[src/pdrf_pkg.sv]
// Shared constants and codes for the pose detection row filter.
`default_nettype none

package pdrf_pkg;

   // keypoints per detection row
   localparam int KEYPOINTS = 4;
   localparam int PC_W      = $clog2(KEYPOINTS + 1);
   localparam int IDX_W     = (KEYPOINTS > 1) ? $clog2(KEYPOINTS) : 1;

   localparam logic [PC_W-1:0]  COUNT_FULL = PC_W'(KEYPOINTS);
   localparam logic [PC_W-1:0]  COUNT_LAST = PC_W'(KEYPOINTS - 1);
   localparam logic [IDX_W-1:0] LAST_IDX   = IDX_W'(KEYPOINTS - 1);

   // datapath widths
   localparam int COORD_W = 16;  // Q.4 input coordinate
   localparam int PAD_W   = 15;  // Q.4 padding
   localparam int SCALE_W = 24;  // Q8.16 inverse scale
   localparam int DIFF_W  = 18;  // coordinate minus pad, signed
   localparam int MAG_W   = 16;  // magnitude of the difference
   localparam int PROD_W  = MAG_W + SCALE_W;
   localparam int REST_W  = PROD_W - 16 + 2;  // rounded signed restored point
   localparam int POS_W   = 18;
   localparam int PIX_W   = 12;
   localparam int SIZE_W  = 13;
   localparam int CONF_W  = 16;
   localparam int CLASS_W = 8;
   localparam int CSR_IDX_W  = 3;
   localparam int CSR_DATA_W = 24;

   // input item kinds (tuser)
   localparam logic FUNC_HEADER = 1'b0;
   localparam logic FUNC_POINT  = 1'b1;

   // result kinds (tuser)
   localparam logic KIND_BOX   = 1'b0;
   localparam logic KIND_POINT = 1'b1;

   // register indexes
   localparam logic [CSR_IDX_W-1:0] CSR_SCORE_LIMIT = 3'd0;
   localparam logic [CSR_IDX_W-1:0] CSR_POINT_LIMIT = 3'd1;
   localparam logic [CSR_IDX_W-1:0] CSR_PAD_LEFT    = 3'd2;
   localparam logic [CSR_IDX_W-1:0] CSR_PAD_TOP     = 3'd3;
   localparam logic [CSR_IDX_W-1:0] CSR_INV_SCALE   = 3'd4;
   localparam logic [CSR_IDX_W-1:0] CSR_IMG_WIDTH   = 3'd5;
   localparam logic [CSR_IDX_W-1:0] CSR_IMG_HEIGHT  = 3'd6;

   // one stored keypoint
   typedef struct packed {
      logic [POS_W-1:0]  x;
      logic [POS_W-1:0]  y;
      logic [CONF_W-1:0] conf;
   } point_type;

endpackage

`default_nettype wire

[src/pdrf_restore.sv]
// Letterbox restore unit: round((v - pad) * inverse_scale / 2^16), two register stages.
`default_nettype none

module pdrf_restore (
   input  logic                          clock,
   input  logic [pdrf_pkg::COORD_W-1:0]  value_in,
   input  logic [pdrf_pkg::PAD_W-1:0]    pad_in,
   input  logic [pdrf_pkg::SCALE_W-1:0]  scale_in,
   output logic [pdrf_pkg::REST_W-1:0]   result_out
);
   import pdrf_pkg::*;

   logic [DIFF_W-1:0]  diff;
   logic [DIFF_W-1:0]  diff_neg;
   logic               neg_in;
   logic [MAG_W-1:0]   mag_in;
   logic               neg_ff;
   logic [MAG_W-1:0]   mag_ff;
   logic               neg2_ff;
   logic [PROD_W-1:0]  prod_in;
   logic [PROD_W-1:0]  prod_ff;
   logic [PROD_W:0]    rnd_sum;
   logic [REST_W-1:0]  mag_rnd;

   // stage 1: signed difference, split into sign and magnitude
   always_comb begin
      diff     = {{(DIFF_W-COORD_W){value_in[COORD_W-1]}}, value_in}
               - {{(DIFF_W-PAD_W){1'b0}}, pad_in};
      diff_neg = -diff;
      neg_in   = diff[DIFF_W-1];
      mag_in   = neg_in ? diff_neg[MAG_W-1:0] : diff[MAG_W-1:0];
   end

   // stage 2: unsigned multiply by the inverse scale
   assign prod_in = mag_ff * scale_in;

   always_ff @(posedge clock) begin
      neg_ff  <= neg_in;
      mag_ff  <= mag_in;
      neg2_ff <= neg_ff;
      prod_ff <= prod_in;
   end

   // round half away from zero, then reapply the sign
   always_comb begin
      rnd_sum    = {1'b0, prod_ff} + (PROD_W+1)'(32768);
      mag_rnd    = {1'b0, rnd_sum[PROD_W:16]};
      result_out = neg2_ff ? -mag_rnd : mag_rnd;
   end

endmodule

`default_nettype wire

[src/pose_detection_row_filter.sv]
// Top level of the pose detection row filter: row sequencer, point memory and output register.
//
// Rows arrive as a header beat (tuser 0: two box corners, score, class) followed by
// KEYPOINTS keypoint beats (tuser 1). Each point is restored from letterbox space as
// round((v - pad) * inverse_scale / 2^16) by two restore units (x and y) built as a
// subtract stage and a 16x24 multiply stage. A keypoint beat passes through ST_IDLE
// (accept), ST_FIRST and ST_SECOND (pipeline fill) and ST_PAIR_A (result), a header
// beat also through ST_PAIR_B; this sequence is set by the restore pipeline. Restored
// keypoints are kept in a KEYPOINTS-entry point memory with a registered read port.
// When the last keypoint of a passing row is in, the block sends one box beat and
// then the keypoints, one memory read per keypoint; the drain stalls while rsp_tready
// is low, and no input is taken during the drain. A finished beat waits in the output
// register while the next input is accepted. Rejected rows (low score, class not 0,
// low keypoint confidence, empty box) produce nothing. A header inside a row restarts
// the row; extra keypoints after a complete row are dropped. The point memory needs
// no clearing after reset. Configuration is written through csr_we/csr_index/csr_wdata;
// the user must write it only while the block is idle; the block itself does not enforce it.
`default_nettype none

module pose_detection_row_filter (
   input  logic                             clock,
   input  logic                             reset,
   // input item
   input  logic                             req_tvalid,
   output logic                             req_tready,
   // first_x[15:0], first_y[31:16], second_x[47:32], second_y[63:48],
   // confidence_in[79:64], class_index[87:80]
   input  logic [87:0]                      req_tdata,
   input  logic                             req_tuser,  // func
   // result item
   output logic                             rsp_tvalid,
   input  logic                             rsp_tready,
   // pos_a[17:0], pos_b[35:18], box_right[47:36], box_bottom[59:48],
   // confidence_out[75:60], zero fill[79:76]
   output logic [79:0]                      rsp_tdata,
   output logic                             rsp_tuser,  // kind
   output logic                             rsp_tlast,  // last
   // configuration write port
   input  logic                             csr_we,
   input  logic [pdrf_pkg::CSR_IDX_W-1:0]   csr_index,
   input  logic [pdrf_pkg::CSR_DATA_W-1:0]  csr_wdata
);
   import pdrf_pkg::*;

   typedef enum logic [2:0] {
      ST_IDLE,
      ST_FIRST,      // first pair enters the restore units
      ST_SECOND,     // second pair enters, first pair is multiplied
      ST_PAIR_A,     // first pair restored
      ST_PAIR_B,     // second pair restored (header only)
      ST_EMIT_BOX,
      ST_EMIT_PT
   } state_type;

   // sequencer state
   state_type         state_ff, state_in;
   logic [PC_W-1:0]   counter_ff, counter_in;
   logic              rejected_ff, rejected_in;
   logic [IDX_W-1:0]  emit_idx_ff, emit_idx_in;

   // captured input beat
   logic              item_func_ff, item_func_in;
   logic [COORD_W-1:0] item_ax_ff, item_ax_in;
   logic [COORD_W-1:0] item_ay_ff, item_ay_in;
   logic [COORD_W-1:0] item_bx_ff, item_bx_in;
   logic [COORD_W-1:0] item_by_ff, item_by_in;
   logic [CONF_W-1:0] item_conf_ff, item_conf_in;
   logic [CLASS_W-1:0] item_class_ff, item_class_in;

   // box state
   logic [PIX_W-1:0]  ax_ff, ax_in;
   logic [PIX_W-1:0]  ay_ff, ay_in;
   logic [PIX_W-1:0]  left_ff, left_in;
   logic [PIX_W-1:0]  top_ff, top_in;
   logic [PIX_W-1:0]  right_ff, right_in;
   logic [PIX_W-1:0]  bottom_ff, bottom_in;
   logic [CONF_W-1:0] score_ff, score_in;

   // output register
   logic              rsp_valid_ff, rsp_valid_in;
   logic              rsp_kind_ff, rsp_kind_in;
   logic [POS_W-1:0]  rsp_pos_a_ff, rsp_pos_a_in;
   logic [POS_W-1:0]  rsp_pos_b_ff, rsp_pos_b_in;
   logic [PIX_W-1:0]  rsp_right_ff, rsp_right_in;
   logic [PIX_W-1:0]  rsp_bottom_ff, rsp_bottom_in;
   logic [CONF_W-1:0] rsp_conf_ff, rsp_conf_in;
   logic              rsp_last_ff, rsp_last_in;

   // configuration registers
   logic [CONF_W-1:0]  score_limit_ff, score_limit_in;
   logic [CONF_W-1:0]  point_limit_ff, point_limit_in;
   logic [PAD_W-1:0]   pad_left_ff, pad_left_in;
   logic [PAD_W-1:0]   pad_top_ff, pad_top_in;
   logic [SCALE_W-1:0] inv_scale_ff, inv_scale_in;
   logic [SIZE_W-1:0]  img_width_ff, img_width_in;
   logic [SIZE_W-1:0]  img_height_ff, img_height_in;

   // point memory
   point_type         point_mem [KEYPOINTS];
   point_type         mem_rd_ff;
   point_type         mem_wdata;
   logic              mem_we;
   logic [IDX_W-1:0]  mem_waddr;
   logic              mem_re;
   logic [IDX_W-1:0]  mem_raddr;

   // restore datapath
   logic [COORD_W-1:0] rx_value;
   logic [COORD_W-1:0] ry_value;
   logic [REST_W-1:0]  rest_x;
   logic [REST_W-1:0]  rest_y;
   logic [PIX_W-1:0]   px_x;
   logic [PIX_W-1:0]   px_y;
   logic               slot_free;
   logic               point_rej;

   // clamp a restored Q.4 coordinate to [0, (size-1)*16], size capped at 4096 (0 for size 0), and round to a pixel
   function automatic logic [PIX_W-1:0] to_pixel(input logic [REST_W-1:0] q,
                                                 input logic [SIZE_W-1:0] size);
      logic [PIX_W-1:0]  last_px;
      logic [15:0]       hi;
      logic [15:0]       clamped;
      logic [15:0]       sum;
      if (size == '0) begin
         last_px = '0;
      end else if (size > SIZE_W'(4096)) begin
         last_px = '1;
      end else begin
         last_px = size[PIX_W-1:0] - PIX_W'(1);
      end
      hi = {last_px, 4'b0000};
      if (q[REST_W-1]) begin
         clamped = '0;
      end else if (q[REST_W-2:0] > {{(REST_W-17){1'b0}}, hi}) begin
         clamped = hi;
      end else begin
         clamped = q[15:0];
      end
      sum = clamped + 16'd8;
      return sum[15:4];
   endfunction

   // saturate to signed 18 bits
   function automatic logic [POS_W-1:0] sat18(input logic [REST_W-1:0] q);
      logic [POS_W-1:0] r;
      if (!q[REST_W-1] && (|q[REST_W-2:POS_W-1])) begin
         r = {1'b0, {(POS_W-1){1'b1}}};
      end else if (q[REST_W-1] && !(&q[REST_W-2:POS_W-1])) begin
         r = {1'b1, {(POS_W-1){1'b0}}};
      end else begin
         r = q[POS_W-1:0];
      end
      return r;
   endfunction

   // header reuses the units for its second corner in the cycle after its first
   assign rx_value = (state_ff == ST_SECOND) ? item_bx_ff : item_ax_ff;
   assign ry_value = (state_ff == ST_SECOND) ? item_by_ff : item_ay_ff;

   pdrf_restore u_restore_x (
      .clock      (clock),
      .value_in   (rx_value),
      .pad_in     (pad_left_ff),
      .scale_in   (inv_scale_ff),
      .result_out (rest_x)
   );

   pdrf_restore u_restore_y (
      .clock      (clock),
      .value_in   (ry_value),
      .pad_in     (pad_top_ff),
      .scale_in   (inv_scale_ff),
      .result_out (rest_y)
   );

   assign px_x = to_pixel(rest_x, img_width_ff);
   assign px_y = to_pixel(rest_y, img_height_ff);

   assign req_tready = (state_ff == ST_IDLE);
   assign slot_free  = !rsp_valid_ff || rsp_tready;
   assign point_rej  = item_conf_ff < point_limit_ff;

   assign rsp_tvalid = rsp_valid_ff;
   assign rsp_tuser  = rsp_kind_ff;
   assign rsp_tlast  = rsp_last_ff;
   assign rsp_tdata  = {4'b0000, rsp_conf_ff, rsp_bottom_ff, rsp_right_ff,
                        rsp_pos_b_ff, rsp_pos_a_ff};

   always_comb begin
      state_in       = state_ff;
      counter_in     = counter_ff;
      rejected_in    = rejected_ff;
      emit_idx_in    = emit_idx_ff;
      item_func_in   = item_func_ff;
      item_ax_in     = item_ax_ff;
      item_ay_in     = item_ay_ff;
      item_bx_in     = item_bx_ff;
      item_by_in     = item_by_ff;
      item_conf_in   = item_conf_ff;
      item_class_in  = item_class_ff;
      ax_in          = ax_ff;
      ay_in          = ay_ff;
      left_in        = left_ff;
      top_in         = top_ff;
      right_in       = right_ff;
      bottom_in      = bottom_ff;
      score_in       = score_ff;
      rsp_valid_in   = rsp_valid_ff;
      rsp_kind_in    = rsp_kind_ff;
      rsp_pos_a_in   = rsp_pos_a_ff;
      rsp_pos_b_in   = rsp_pos_b_ff;
      rsp_right_in   = rsp_right_ff;
      rsp_bottom_in  = rsp_bottom_ff;
      rsp_conf_in    = rsp_conf_ff;
      rsp_last_in    = rsp_last_ff;
      score_limit_in = score_limit_ff;
      point_limit_in = point_limit_ff;
      pad_left_in    = pad_left_ff;
      pad_top_in     = pad_top_ff;
      inv_scale_in   = inv_scale_ff;
      img_width_in   = img_width_ff;
      img_height_in  = img_height_ff;
      mem_we         = 1'b0;
      mem_waddr      = counter_ff[IDX_W-1:0];
      mem_wdata      = '{x: sat18(rest_x), y: sat18(rest_y), conf: item_conf_ff};
      mem_re         = 1'b0;
      mem_raddr      = '0;

      // configuration
      if (csr_we) begin
         case (csr_index)
            CSR_SCORE_LIMIT: score_limit_in = csr_wdata[CONF_W-1:0];
            CSR_POINT_LIMIT: point_limit_in = csr_wdata[CONF_W-1:0];
            CSR_PAD_LEFT:    pad_left_in    = csr_wdata[PAD_W-1:0];
            CSR_PAD_TOP:     pad_top_in     = csr_wdata[PAD_W-1:0];
            CSR_INV_SCALE:   inv_scale_in   = csr_wdata[SCALE_W-1:0];
            CSR_IMG_WIDTH:   img_width_in   = csr_wdata[SIZE_W-1:0];
            CSR_IMG_HEIGHT:  img_height_in  = csr_wdata[SIZE_W-1:0];
            default: ;
         endcase
      end

      // beat taken downstream
      if (rsp_valid_ff && rsp_tready) begin
         rsp_valid_in = 1'b0;
      end

      case (state_ff)
         ST_IDLE: begin
            if (req_tvalid) begin
               item_func_in  = req_tuser;
               item_ax_in    = req_tdata[15:0];
               item_ay_in    = req_tdata[31:16];
               item_bx_in    = req_tdata[47:32];
               item_by_in    = req_tdata[63:48];
               item_conf_in  = req_tdata[79:64];
               item_class_in = req_tdata[87:80];
               state_in      = ST_FIRST;
            end
         end
         ST_FIRST: begin
            state_in = ST_SECOND;
         end
         ST_SECOND: begin
            state_in = ST_PAIR_A;
         end
         ST_PAIR_A: begin
            state_in = ST_IDLE;
            if (item_func_ff == FUNC_HEADER) begin
               ax_in    = px_x;
               ay_in    = px_y;
               state_in = ST_PAIR_B;
            end else if (counter_ff < COUNT_FULL) begin
               // keypoint of an open row: store it
               mem_we      = 1'b1;
               rejected_in = rejected_ff || point_rej;
               counter_in  = counter_ff + PC_W'(1);
               if (counter_ff == COUNT_LAST && !(rejected_ff || point_rej)) begin
                  state_in = ST_EMIT_BOX;
               end
            end
         end
         ST_PAIR_B: begin
            left_in     = (ax_ff < px_x) ? ax_ff : px_x;
            right_in    = (ax_ff < px_x) ? px_x : ax_ff;
            top_in      = (ay_ff < px_y) ? ay_ff : px_y;
            bottom_in   = (ay_ff < px_y) ? px_y : ay_ff;
            score_in    = item_conf_ff;
            counter_in  = '0;
            rejected_in = (item_conf_ff < score_limit_ff) || (item_class_ff != '0)
                       || (right_in <= left_in) || (bottom_in <= top_in);
            state_in    = ST_IDLE;
         end
         ST_EMIT_BOX: begin
            if (slot_free) begin
               rsp_valid_in  = 1'b1;
               rsp_kind_in   = KIND_BOX;
               rsp_pos_a_in  = {{(POS_W-PIX_W){1'b0}}, left_ff};
               rsp_pos_b_in  = {{(POS_W-PIX_W){1'b0}}, top_ff};
               rsp_right_in  = right_ff;
               rsp_bottom_in = bottom_ff;
               rsp_conf_in   = score_ff;
               rsp_last_in   = 1'b0;
               mem_re        = 1'b1;
               mem_raddr     = '0;
               emit_idx_in   = '0;
               state_in      = ST_EMIT_PT;
            end
         end
         ST_EMIT_PT: begin
            // mem_rd_ff holds entry emit_idx_ff; it only advances with a beat
            if (slot_free) begin
               rsp_valid_in  = 1'b1;
               rsp_kind_in   = KIND_POINT;
               rsp_pos_a_in  = mem_rd_ff.x;
               rsp_pos_b_in  = mem_rd_ff.y;
               rsp_right_in  = '0;
               rsp_bottom_in = '0;
               rsp_conf_in   = mem_rd_ff.conf;
               rsp_last_in   = (emit_idx_ff == LAST_IDX);
               if (emit_idx_ff == LAST_IDX) begin
                  state_in = ST_IDLE;
               end else begin
                  emit_idx_in = emit_idx_ff + IDX_W'(1);
                  mem_re      = 1'b1;
                  mem_raddr   = emit_idx_ff + IDX_W'(1);
               end
            end
         end
         default: begin
            state_in = ST_IDLE;
         end
      endcase
   end

   always_ff @(posedge clock) begin
      if (reset) begin
         state_ff       <= ST_IDLE;
         counter_ff     <= '0;
         rejected_ff    <= 1'b0;
         emit_idx_ff    <= '0;
         rsp_valid_ff   <= 1'b0;
         score_limit_ff <= CONF_W'(16384);
         point_limit_ff <= CONF_W'(16384);
         pad_left_ff    <= '0;
         pad_top_ff     <= '0;
         inv_scale_ff   <= SCALE_W'(65536);
         img_width_ff   <= SIZE_W'(640);
         img_height_ff  <= SIZE_W'(640);
      end else begin
         state_ff       <= state_in;
         counter_ff     <= counter_in;
         rejected_ff    <= rejected_in;
         emit_idx_ff    <= emit_idx_in;
         rsp_valid_ff   <= rsp_valid_in;
         score_limit_ff <= score_limit_in;
         point_limit_ff <= point_limit_in;
         pad_left_ff    <= pad_left_in;
         pad_top_ff     <= pad_top_in;
         inv_scale_ff   <= inv_scale_in;
         img_width_ff   <= img_width_in;
         img_height_ff  <= img_height_in;
      end
      item_func_ff  <= item_func_in;
      item_ax_ff    <= item_ax_in;
      item_ay_ff    <= item_ay_in;
      item_bx_ff    <= item_bx_in;
      item_by_ff    <= item_by_in;
      item_conf_ff  <= item_conf_in;
      item_class_ff <= item_class_in;
      ax_ff         <= ax_in;
      ay_ff         <= ay_in;
      left_ff       <= left_in;
      top_ff        <= top_in;
      right_ff      <= right_in;
      bottom_ff     <= bottom_in;
      score_ff      <= score_in;
      rsp_kind_ff   <= rsp_kind_in;
      rsp_pos_a_ff  <= rsp_pos_a_in;
      rsp_pos_b_ff  <= rsp_pos_b_in;
      rsp_right_ff  <= rsp_right_in;
      rsp_bottom_ff <= rsp_bottom_in;
      rsp_conf_ff   <= rsp_conf_in;
      rsp_last_ff   <= rsp_last_in;
   end

   // point memory: writes while filling, reads only while draining
   always_ff @(posedge clock) begin
      if (mem_we) begin
         point_mem[mem_waddr] <= mem_wdata;
      end
      if (mem_re) begin
         mem_rd_ff <= point_mem[mem_raddr];
      end
   end

`ifndef SYNTH
   a_count_bound: assert property (@(posedge clock) disable iff (reset)
      counter_ff <= COUNT_FULL)
      else $error("keypoint count past row length");

   a_write_open_row: assert property (@(posedge clock) disable iff (reset)
      mem_we |-> (counter_ff < COUNT_FULL) && (state_ff == ST_PAIR_A))
      else $error("point memory written outside an open row");

   a_drain_passing: assert property (@(posedge clock) disable iff (reset)
      (state_ff == ST_EMIT_BOX) |-> !rejected_ff && (counter_ff == COUNT_FULL))
      else $error("drain started for an incomplete or rejected row");

   a_read_in_drain: assert property (@(posedge clock) disable iff (reset)
      mem_re |-> (state_ff == ST_EMIT_BOX) || (state_ff == ST_EMIT_PT))
      else $error("point memory read outside the drain");

   a_last_is_point: assert property (@(posedge clock) disable iff (reset)
      (rsp_valid_ff && rsp_last_ff) |-> (rsp_kind_ff == KIND_POINT))
      else $error("row end marked on a box beat");
`endif

endmodule

`default_nettype wire
[config.mk]
export PLATFORM = sky130hd
export DESIGN_NAME = pose_detection_row_filter
export DESIGN_NICKNAME = d
export VERILOG_FILES = /design/src/pdrf_pkg.sv /design/src/pdrf_restore.sv /design/src/pose_detection_row_filter.sv
export SDC_FILE = /design/constraint.sdc
export NUM_CORES = 2
export LEC_CHECK = 0
export ABC_AREA = 0
export BUFFER_PORTS_ARGS = -buffer_cell sky130_fd_sc_hd__buf_2
export CAP_MARGIN = 25
export CORE_UTILIZATION = 40
export CTS_CLUSTER_SIZE = 14
export DETAILED_ROUTE_END_ITERATION = 6
export PLACE_DENSITY_LB_ADDON = 0.2
export SYNTH_ARGS = -nofsm -noshare
export SYNTH_HDL_FRONTEND = slang
export SYNTH_SLANG_ARGS = --single-unit
[constraint.sdc]
create_clock -name clock -period 13.28 [get_ports clock]
set_input_delay 1.992 -clock clock [delete_from_list [all_inputs] [get_ports clock]]
set_output_delay 1.992 -clock clock [all_outputs]
set_load 0.02 [all_outputs]
==> flow_summary_export.csv <==
group,metric,value,unit
placement,io_buffers,200,
worst_setup_path,critPathMaxStageDelay,0.53,ns
routing,via_per_inst,5.16,
cells_and_area,stdcell_count,7832,
clocking,cts_tree,"done",
synth,ys.flop_type,"edfxtp_1",
synth,avgSynthCellArea,9.88,um^2
die,initial_core_util,40.4,%
routing,num_vias,40382,
cells_and_area,drive_gt1_share,8.84,%
synth,synth-xor-area-share,3.13,%
die,coreArea,142000,um^2
clocking,postCtsSetupRepairBufs,0,
timing,finalMaxSlewViolations,0,
clocking,clkLatencyLatePin,0.71,ns
global_route,grt_max_degree,81,
timing,finalClockSkew,0.0642,ns
clocking,cts_buffers,81,
synth,synth_mux_area_share,1.30,%
worst_setup_path,crit_fanout,28,
die,die_w,380,um
synth,synth_compound_area_share,8.24,%
cells_and_area,area_growth,9.87,%
routing,routed_wl,150000,um
placement,dp_hpwl,106000,um
synth,synth-edff-count,515,
clocking,postCtsHoldBufs,0,
worst_setup_path,reg2reg_slack,3.04,ns
clocking,path_clk_slew,0.06,ns
timing,worst_pin_slew,1.10,ns
global_route,antenna_found_initial,1,
worst_setup_path,r2r_start,"u_restore_y.prod_ff[16]",
timing,hold_ws,0.446,ns
synth,yosys.area_share.simple,16.9,%
flow_run,max_cap_viol_count,0,
routing,drt_pass1_iterations,7,
cells_and_area,diodes,0,
synth,ys_seq_area_share,34.3,%
routing,drc,0,
timing,rsz0062_at_grt,"false",
placement,place.gp.congestion,0.867,
clocking,cts.path.max_buffers,3,
synth,synth_fa_ha_area_share,29.0,%
power,ir_drop,0.109,mV
clocking,cts_sinks,723,
global_route,overflow,0,
worst_setup_path,critPathRequiredTime,13.91,ns
clocking,cts_root_buf,"clkbuf_16",
synth,synthCells,5799,
die,io_pins,205,
timing,slew_headroom,26.8,%
timing,min_period,10.24,ns
die,die_h,380,um
synth,postSynth.asyncResetShare,0,%
synth,ys_seq_elements,723,
routing,avgRoutedWirePerCell,19.1,um
global_route,grt_pass1_wl,235000,um
worst_setup_path,cp_data_arrival_time,10.87,ns
clocking,cts.htree.levels,3,
synth,synth_area,57300,um^2
min_path,min_delay_path_depth,0,
worst_setup_path,critPathCaptureType,"register",
min_path,hold_start,"u_restore_x.neg_ff",
die,fp.dieArea,145000,um^2
worst_setup_path,cpMaxStageDelayCell,"or4_1",
power,p_leak,0.0254,uW
power,p_per_area,125,nW/um^2
min_path,hold_path.class,"register to register",
min_path,whs_endpoint,"u_restore_x.neg2_ff",
worst_setup_path,rr_worst_depth,39,
timing,finalSetupViolCount,0,
timing,timing.fmax,0.0976,GHz
timing,period_share,77.1,%
synth,yosysWarningCount,0,
placement,dp.cells,7679,
die,fp-row-count,138,
synth,synth.distinct_cells,106,
routing,ant_nets,0,
routing,drt_iter0_drc,2497,
global_route,grt_pass1_vias,40575,
timing,finalHoldViolations,0,
worst_setup_path,r2r-end,"rejected_ff",
status,status,"finished, final reports clean",
timing,final.setup.tns,0,ns
worst_setup_path,crit_type,"register to register",
worst_setup_path,startpoint_type,"register",
synth,synth_top_family_by_area,"adder cells",
clocking,cts_resized,0,
cells_and_area,nets,6950,
global_route,grt_usage,20.8,%
==> cells in the mapped netlist, types with 17 or more instances <==
master / instances / area [um^2]
or3_1: 31 / 194
clkbuf_1: 253 / 950
nor3_1: 71 / 355
nor2_1: 180 / 676
o31ai_1: 21 / 158
nor2b_1: 31 / 194
a21oi_1: 187 / 936
a21o_1: 38 / 285
nand4_1: 33 / 206
xnor2_1: 139 / 1220
xor2_1: 66 / 578
mux2i_1: 19 / 190
a211oi_1: 74 / 556
a31oi_1: 76 / 475
ha_1: 343 / 4290
o21ai_0: 151 / 756
nor4_1: 21 / 131
o21a_1: 29 / 218
and3_1: 40 / 250
o211ai_1: 17 / 128
inv_1: 762 / 2860
and2_1: 343 / 2150
fa_1: 612 / 12300
nand2_1: 1111 / 4170
mux2_2: 47 / 529
nand3_1: 70 / 350
edfxtp_1: 515 / 15500
dfxtp_1: 208 / 4160
nand2b_1: 25 / 156
and4_1: 18 / 158
==> sequential cells by signal (all words and copies together), names as in the netlist, 18 cells and up <==
name                 cells
rsp_pos_b_ff            18
mem_rd_ff               52
rsp_pos_a_ff            18
inv_scale_ff            24
point_mem              208
u_restore_y.prod_ff     25
u_restore_x.prod_ff     25
==> cell families after synthesis <==
| family | count (synthesis) |
|---|---|
| buffers and inverters | 1061 |
| adder cells (fa/ha/maj) | 959 |
| AO/OA/AOI/OAI | 725 |
| flip-flops | 723 |
| AND/OR/NAND/NOR | 2058 |
| other | 1 |
| XOR/XNOR | 205 |
| multiplexers | 67 |
==> layer usage <==
layer	vias up	share of wire [%]	global-route usage [%]
met3	170	5.4	2.90
met1	20132	45	28.6
met4	0	2.0	5.10
li1	19127	-	-
met2	953	47	34.5
met5	-	0	0
==> worst max-delay path: cells and delay by family, from the launching register on <==
family	cells	cell delay [ns]
multiplexers	1	0.31
flip-flops	1	0.45
buffers and inverters	1	0.44
XOR/XNOR	1	0.42
adder cells (fa/ha/maj)	4	1.27
AND/OR/NAND/NOR	18	4.66
AO/OA/AOI/OAI	14	2.61
==> power by group <==
part | internal, uW | switching, uW | total [uW] | leakage (uW)
Sequential | 2610 | 197 | 2810 | 0.00644
Combinational | 990 | 1810 | 2800 | 0.0176
Clock | 1280 | 988 | 2270 | 0.00130
==> metrics by stage <==
step / cell area [um^2] / util [%] / worst slack (ns) / power [uW]
after floorplan: 57300 / - / 4.72 / 4680
after global placement: 60100 / 42.4 / 3.11 / 5570
after detailed placement: 60200 / 42.5 / 3.06 / 5620
after CTS: 62900 / 44.4 / 3.05 / 7910
after global routing: 62900 / 44.4 / 2.06 / 8350
final: 62900 / 44.4 / 3.04 / 7870
==> placed cells by master, fill, tap and decap left out, types with 15 or more instances in the layout <==
cell	instances
a21oi_1	187
or3_1	31
nand4_1	33
nor2b_1	30
xnor2_1	139
fa_1	612
o21ai_0	151
xor2_1	66
o21a_1	29
edfxtp_1	515
a21o_1	38
dfxtp_1	206
clkbuf_16	82
buf_4	75
buf_2	199
nand3_1	69
nor2_1	179
inv_1	760
mux2_2	47
mux2i_1	19
ha_1	343
and4_1	18
nor3_1	68
and2_1	338
o31ai_1	21
nand2b_1	25
clkbuf_1	19
nand2_1	1110
and3_1	40
o211ai_1	17
a211oi_1	74
a31oi_1	76
nor4_1	20
a21boi_0	16
or2_2	15
==> worst max path at each step <==
stage	start	endpoint	slack, ns	cells past startpoint
final	u_restore_y.prod_ff[16]	rejected_ff	3.04	39
after global placement	u_restore_y.prod_ff[16]	rejected_ff	3.11	39
after CTS	u_restore_y.prod_ff[16]	rejected_ff	3.05	39
after detailed placement	u_restore_y.prod_ff[15]	rejected_ff	3.06	39
after global routing	u_restore_y.prod_ff[16]	rejected_ff	2.06	39
after floorplan	u_restore_y.prod_ff[15]	top_ff[8]	4.72	37
==> final cells by class <==
| type | instances | area (um^2) |
|---|---|---|
| inverters | 768 | 2890 |
| multi-input cells | 4018 | 33600 |
| flip-flops and latches | 723 | 19600 |
| fillers | 13577 | 78800 |
| repair buffers | 282 | 1730 |
| clock inverters | 46 | 529 |
| well taps | 1890 | 2360 |
| clock buffers | 105 | 2170 |
No activity file was read; power rests on OpenSTA's default activity.
